## src/phsf_pkg.sv

```systemverilog
// Shared types and constants of the packet header source filter.
// No dependencies; the parser, datapath, controller and top level import this package.
package phsf_pkg;

  // Operation codes of an input beat
  localparam logic [1:0] OP_BYTE   = 2'd0;
  localparam logic [1:0] OP_ADD    = 2'd1;
  localparam logic [1:0] OP_REMOVE = 2'd2;

  // Result kinds and table status codes
  localparam logic RK_VERDICT = 1'b0;
  localparam logic RK_TABLE   = 1'b1;

  localparam logic [1:0] ST_DONE   = 2'd0;
  localparam logic [1:0] ST_FULL   = 2'd1;
  localparam logic [1:0] ST_ABSENT = 2'd2;

  // Key field selection
  localparam logic [2:0] FS_MAC  = 3'd0;
  localparam logic [2:0] FS_VLAN = 3'd1;
  localparam logic [2:0] FS_IPV4 = 3'd2;
  localparam logic [2:0] FS_IPV6 = 3'd3;
  localparam logic [2:0] FS_UDP  = 3'd4;
  localparam logic [2:0] FS_TCP  = 3'd5;

  // Register indexes on the config port
  localparam logic REG_FIELD_SELECT = 1'b0;
  localparam logic REG_ALLOW_MODE   = 1'b1;

  // Header constants
  localparam logic [15:0] ETH_IPV4  = 16'h0800;
  localparam logic [15:0] ETH_IPV6  = 16'h86DD;
  localparam logic [15:0] TPID_CTAG = 16'h8100;
  localparam logic [15:0] TPID_STAG = 16'h88A8;
  localparam logic [11:0] VID_MASK  = 12'h0fff;
  localparam logic [7:0]  IP_UDP    = 8'd17;
  localparam logic [7:0]  IP_TCP    = 8'd6;
  localparam logic [7:0]  UDP_HDR   = 8'd8;
  localparam logic [7:0]  TCP_HDR   = 8'd20;

  // One table row
  typedef struct packed {
    logic        vld;
    logic [63:0] up;
    logic [63:0] lo;
  } phsf_row_t;

  // Controller to datapath
  typedef struct packed {
    logic take_byte;
    logic load_in_key;
    logic load_frame_key;
    logic scan_step;
    logic clear_step;
    logic wr_insert;
    logic wr_remove;
  } phsf_cmd_t;

  // Datapath to controller
  typedef struct packed {
    logic frame_ok;
    logic match_found;
    logic table_full;
    logic scan_last;
  } phsf_status_t;

endpackage

```

## src/phsf_ctrl.sv

```systemverilog
// Controller: sequences clear pass, frame bytes, table probes and results,
// and holds the result register. Depends on phsf_pkg.
module phsf_ctrl (
  input  logic                   clk,
  input  logic                   rst,
  input  logic                   in_valid,
  output logic                   in_ready,
  input  logic [1:0]             operation,
  input  logic                   last_byte,
  input  logic                   allow_mode,
  output phsf_pkg::phsf_cmd_t    cmd,
  input  phsf_pkg::phsf_status_t status,
  output logic                   out_valid,
  input  logic                   out_ready,
  output logic                   result_kind,
  output logic                   pass_frame,
  output logic [1:0]             table_status
);
  import phsf_pkg::*;

  typedef enum logic [2:0] {
    S_CLEAR, S_IDLE, S_EVAL, S_SCAN, S_DRAIN, S_DECIDE, S_FINISH
  } state_t;

  state_t     state;
  logic [1:0] op;
  logic       res_kind;
  logic       res_pass;
  logic [1:0] res_status;
  logic       fire;
  logic       hit;

  assign in_ready = state == S_IDLE;
  assign fire     = in_valid && in_ready;
  assign hit      = status.match_found;

  always_comb begin
    cmd                = '0;
    cmd.take_byte      = fire && operation == OP_BYTE;
    cmd.load_in_key    = fire && (operation == OP_ADD || operation == OP_REMOVE);
    cmd.load_frame_key = state == S_EVAL;
    cmd.scan_step      = state == S_SCAN;
    cmd.clear_step     = state == S_CLEAR;
    cmd.wr_insert      = state == S_DECIDE && op == OP_ADD && !hit && !status.table_full;
    cmd.wr_remove      = state == S_DECIDE && op == OP_REMOVE && hit;
  end

  always_ff @(posedge clk) begin
    if (rst) begin
      state     <= S_CLEAR;
      out_valid <= 1'b0;
    end else begin
      // in S_FINISH the output register is handled below
      if (out_valid && out_ready && state != S_FINISH) begin
        out_valid <= 1'b0;
      end
      case (state)
        S_CLEAR: begin
          if (status.scan_last) begin
            state <= S_IDLE;
          end
        end
        S_IDLE: begin
          if (fire) begin
            op <= operation;
            if (operation == OP_BYTE) begin
              if (last_byte) begin
                state <= S_EVAL;
              end
            end else if (operation == OP_ADD || operation == OP_REMOVE) begin
              state <= S_SCAN;
            end
          end
        end
        S_EVAL: begin
          // frame without its key skips the probe; match flag is cleared
          state <= status.frame_ok ? S_SCAN : S_DECIDE;
        end
        S_SCAN: begin
          if (status.scan_last) begin
            state <= S_DRAIN;
          end
        end
        S_DRAIN: state <= S_DECIDE;
        S_DECIDE: begin
          if (op == OP_BYTE) begin
            res_kind   <= RK_VERDICT;
            res_pass   <= allow_mode ? hit : !hit;
            res_status <= ST_DONE;
          end else begin
            res_kind <= RK_TABLE;
            res_pass <= 1'b0;
            if (op == OP_ADD && !hit && status.table_full) begin
              res_status <= ST_FULL;
            end else if (op == OP_REMOVE && !hit) begin
              res_status <= ST_ABSENT;
            end else begin
              res_status <= ST_DONE;
            end
          end
          state <= S_FINISH;
        end
        S_FINISH: begin
          if (!out_valid || out_ready) begin
            out_valid    <= 1'b1;
            result_kind  <= res_kind;
            pass_frame   <= res_pass;
            table_status <= res_status;
            state        <= S_IDLE;
          end
        end
        default: state <= S_IDLE;
      endcase
    end
  end

endmodule

```

## config.mk

```make
export PLATFORM = sky130hd
export DESIGN_NAME = phsf_ctrl
export DESIGN_NICKNAME = d
export VERILOG_FILES = /design/src/phsf_pkg.sv /design/src/phsf_ctrl.sv
export SDC_FILE = /design/constraint.sdc
export NUM_CORES = 1
export LEC_CHECK = 0
export BUFFER_PORTS_ARGS = -buffer_cell sky130_fd_sc_hd__clkbuf_2
export CORE_UTILIZATION = 46
export CTS_BUF_LIST = sky130_fd_sc_hd__clkbuf_2 sky130_fd_sc_hd__clkbuf_4 sky130_fd_sc_hd__clkbuf_8
export DETAILED_ROUTE_END_ITERATION = 8
export PLACE_DENSITY_LB_ADDON = 0.15
export SYNTH_ARGS = -nofsm -noshare
export SYNTH_HDL_FRONTEND = slang
export SYNTH_SLANG_ARGS = --single-unit
```

## constraint.sdc

```tcl
create_clock -name clk -period 2.1 [get_ports clk]
set_input_delay 0.315 -clock clk [delete_from_list [all_inputs] [get_ports clk]]
set_output_delay 0.315 -clock clk [all_outputs]
set_load 0.03 [all_outputs]
```

* After elaboration in Yosys (flattened, before gate mapping)
Cells that the tools add are included. W data, S select, Z words.
Word-level totals: register bits 14, bits of input ports 12
Cells by class: eq/ne operators 17, multiplexer cells 16, bitwise logic cells 1, reductions and logical operators 26
Operators with widths (number):
- $mux W3 | 8
- $pmux W3 S7 | 1
- $logic_and A1 B1 Y1 | 13
- $eq A3 B3 Y1 const B | 3
- $eq A3 B2 Y1 const B | 2
- $mux W1 | 6
- $ne A2 B1 Y1 const B | 3
- $ne A3 B3 Y1 const B | 2
- $reduce_and A3 Y1 | 2
- $reduce_and A6 Y1 | 1
- $eq A2 B1 Y1 const B | 2
- $eq A2 B2 Y1 const B | 2
- $logic_not A2 Y1 | 2
- $eq A3 B1 Y1 const B | 1
- $logic_not A1 Y1 | 3
- $logic_not A3 Y1 | 1
- $ne A3 B1 Y1 const B | 1
- $logic_or A1 B1 Y1 | 2
- $mux W2 | 1
- $ne A2 B2 Y1 const B | 1
- $reduce_and A2 Y1 | 1
- $reduce_or A2 Y1 | 1
- $not A1 Y1 | 1

* Longest topological paths before layout
word-level depth 6, depth in mapped cells 5

* Worst setup path before layout
OpenSTA, ideal clock, no wires.
kind register to output, from register state[2], to output cmd[1] (netlist bit), data arrival time 1321 ps, required time 1785 ps, setup slack 464 ps, stages on the path, launching flop included 4, buffers on the path 1, cells stage by stage dfxtp_1 > buf_2 > nand3b_2 > nor4_2
RTL lines:
- start, declared | line phsf_ctrl.sv:25 | state_t state;
- start signal, assigned | line phsf_ctrl.sv:77 | state <= status.frame_ok ? S_SCAN : S_DECIDE;
- end, declared | line phsf_ctrl.sv:11 | output phsf_pkg::phsf_cmd_t cmd,

==> flow_metrics.py <==
metrics = {
    "timing": {
        "finalCriticalPeriod_ps": 1900,
        "slew-limit-headroom_pct": 60.3,
        "worstMarginPinSlew_ps": 594,
        "post-route-period-util_pct": 90.5,
        "hold_violations": 0,
        "setup_repair_after_global_routing_missed_its_margin": "false",
        "maxClockFrequency_mhz": 526,
        "tns_ps": 0,
        "timing_max_transition_violations_final": 0,
        "report.final.setup_viol": 0,
        "worst_clock_skew_ps": 3.66,
    },
    "critical_path": {
        "cp-end-kind": "primary output",
        "startpoint_type": "register",
        "timing.setup.critical_path_class": "register to primary output",
        "required_ps": 1780,
        "worstPathArrival_ps": 1590,
        "path_max_fanout": 16,
        "worst_r2r_path_depth": 2,
    },
    "logic_synthesis": {
        "synth_nets": 78,
        "synth_cell_types": 28,
        "syn-mean-instance-area_sq_um": 11.0,
        "synth_seq_area_share_pct": 53.2,
        "async_reset_ff_share_pct": 0,
        "synthCells": 65,
        "syn-cell-area_sq_um": 714,
        "synth_warnings": 0,
        "synth-edff-count": 10,
        "ys_seq_elements": 14,
        "yosys_most_used_dff": "edfxtp_1",
    },
    "layout": {
        "layout.nets": 105,
        "layout-drive-gt1-share_pct": 36.3,
        "most_frequent_cells_in_the_layout": "clkbuf_2, edfxtp_1, nor3_1, nor2_1",
        "flow.area_growth_from_synthesis_pct": 21.4,
        "fillerInstances": 129,
        "layout.cells.most_common": "clkbuf_2",
        "fin_area_sq_um": 867,
        "n_antenna_cell": 0,
    },
    "detailed_routing": {
        "routed_wire_length_per_instance_um": 12.2,
        "route.detailed.vias_per_inst": 5.27,
        "drt_first_iter_violations": 11,
        "route.vias.total": 559,
        "drtAntennaViolNets": 0,
        "remaining_drc_errors": 0,
        "dr.pass1.iters": 4,
        "routed_wirelength_um": 1300,
    },
    "pwr": {
        "p_per_area_nw_per_um2": 650,
        "irDropWorstVdd_v": 0.000469,
        "leakage_nw": 0.347,
    },
    "place": {
        "placement.io_buffers": 24,
        "detailed_place.area_sq_um": 837,
        "gpl.final_weighted_congestion": 0.702,
        "dp_hpwl_um": 1000,
    },
    "floorplan": {
        "die_h_um": 41.4,
        "std_cell_rows": 13,
        "initial_utilization_pct": 52.3,
        "ioPinCount": 25,
        "core_outline_area_sq_um": 1370,
        "floorplan.die_area_sq_um": 1710,
        "die_w_um": 41.4,
    },
    "grt": {
        "maximum_number_of_pins_on_one_net_before_global_route_repair": 17,
        "antenna_found_initial": 0,
        "grt_pass1_wl_um": 2240,
        "grt_pass1_vias": 493,
        "grt_usage_pct": 17.3,
        "globalRoute.totalOverflow": 0,
    },
    "clock_network": {
        "cts.path.max_buffers": 2,
        "ctsHtreeMaxLevel": 1,
        "clock_sink_count": 14,
        "cts.reportedPaths.clkPinSlew_ps": 80,
        "root_buffer": "clkbuf_4",
        "ctsResizeCount": 0,
        "clock_tree_from_tritoncts": "done",
        "num_cts_buffers": 3,
        "number_of_buffers_inserted_by_hold_repair_at_cts": 0,
        "worst_skew_pair.late_latency_ps": 270,
        "post_cts.repair.setup_buffers": 0,
    },
    "hold_path": {
        "hp-class": "input port to register",
        "hold-path-cell-count": 1,
    },
    "run": {
        "maxCapViolations": 0,
    },
    "run_status": {
        "run_status": "finished, final reports clean",
    },
}
## through the flow
step	total power, mW	std cells	worst slack [ps]	hold WS [ps]	util (%)
floorplan	0.379	65	464	384	-
global placement	0.404	102	522	405	61.3
detailed placement	0.406	102	404	412	61.3
CTS	0.575	106	167	215	63.5
global route	0.599	106	77.0	202	63.5
finish	0.564	106	199	229	63.5
## cell type report
| type | instances | area [sq um] | share of cell area (%) |
|---|---|---|---|
| inverters | 4 | 15.0 | 1.73 |
| repair buffers | 24 | 120 | 13.9 |
| clock buffers | 4 | 30.0 | 3.46 |
| well taps | 15 | 18.8 | 2.16 |
| flip-flops and latches | 14 | 380 | 43.9 |
| multi-input cells | 45 | 303 | 34.9 |
## registers in the layout (all words and copies together), names as in the netlist
name          cells
op                2
out_valid         1
pass_frame        1
res_kind          1
res_pass          1
res_status        2
result_kind       1
state             3
table_status      2
## final timing paths
kind                          startpoint                        end  slack (ps)
max                state[2]$_SDFFE_PP0P_                     cmd[1]         200
min reg2reg  res_status[0]$_SDFFCE_PP0P_  table_status[0]$_DFFE_PP_         430
min                         operation[1]            op[1]$_DFFE_PP_         230
max reg2reg        state[2]$_SDFFE_PP0P_       pass_frame$_DFFE_PP_         420
## power by group
part / switching, mW / total [mW] / internal (mW)
clock network: 0.0784 / 0.165 / 0.0865
logic: 0.0489 / 0.0841 / 0.0351
registers: 0.0151 / 0.315 / 0.300
total: 0.142 / 0.564 / 0.422
## critical path: stages (launching register included)
cell	delay, ps
dfxtp_1	620
nand3b_2	180
nor4_2	260
clkbuf_2	250
## cells by family (layout without fill, tap and decap cells)
group                      Yosys count  in the layout  share of synthesized area [%]
AOI/OAI and AO/OA                   11             11                           10.7
xor gates and xnor gates             1              1                           1.23
adders and majority gates            1              1                           1.75
buffers and inverters                6             32                           4.38
DFF                                 14             14                           53.2
muxes                                1              1                           1.40
and+or+nand+nor                     31             31                           27.3
## cell usage after synthesis (all sizes together) (2+ instances only)
cell type   n  area (sq um)
a21oi       4          20.0
nor2        5          18.8
nor3        5          25.0
o21a        2          15.0
dfxtp       4          80.1
edfxtp     10           300
nand2b      3          18.8
buf         2          16.3
and2        2          12.5
nand2       2          7.51
inv         4          15.0
nand3b      5          45.0
o21ai       2          10.0
nor3b       4          30.0
## layer usage
metal | up-vias | global-route usage [%] | routed length [um]
met5 | - | 0 | 0
met4 | 0 | 5.81 | 0
met3 | 0 | 8.26 | 99
met2 | 21 | 24.7 | 620
met1 | 250 | 22.9 | 575
li1 | 288 | - | -
No activity file was read; power rests on OpenSTA's default activity.
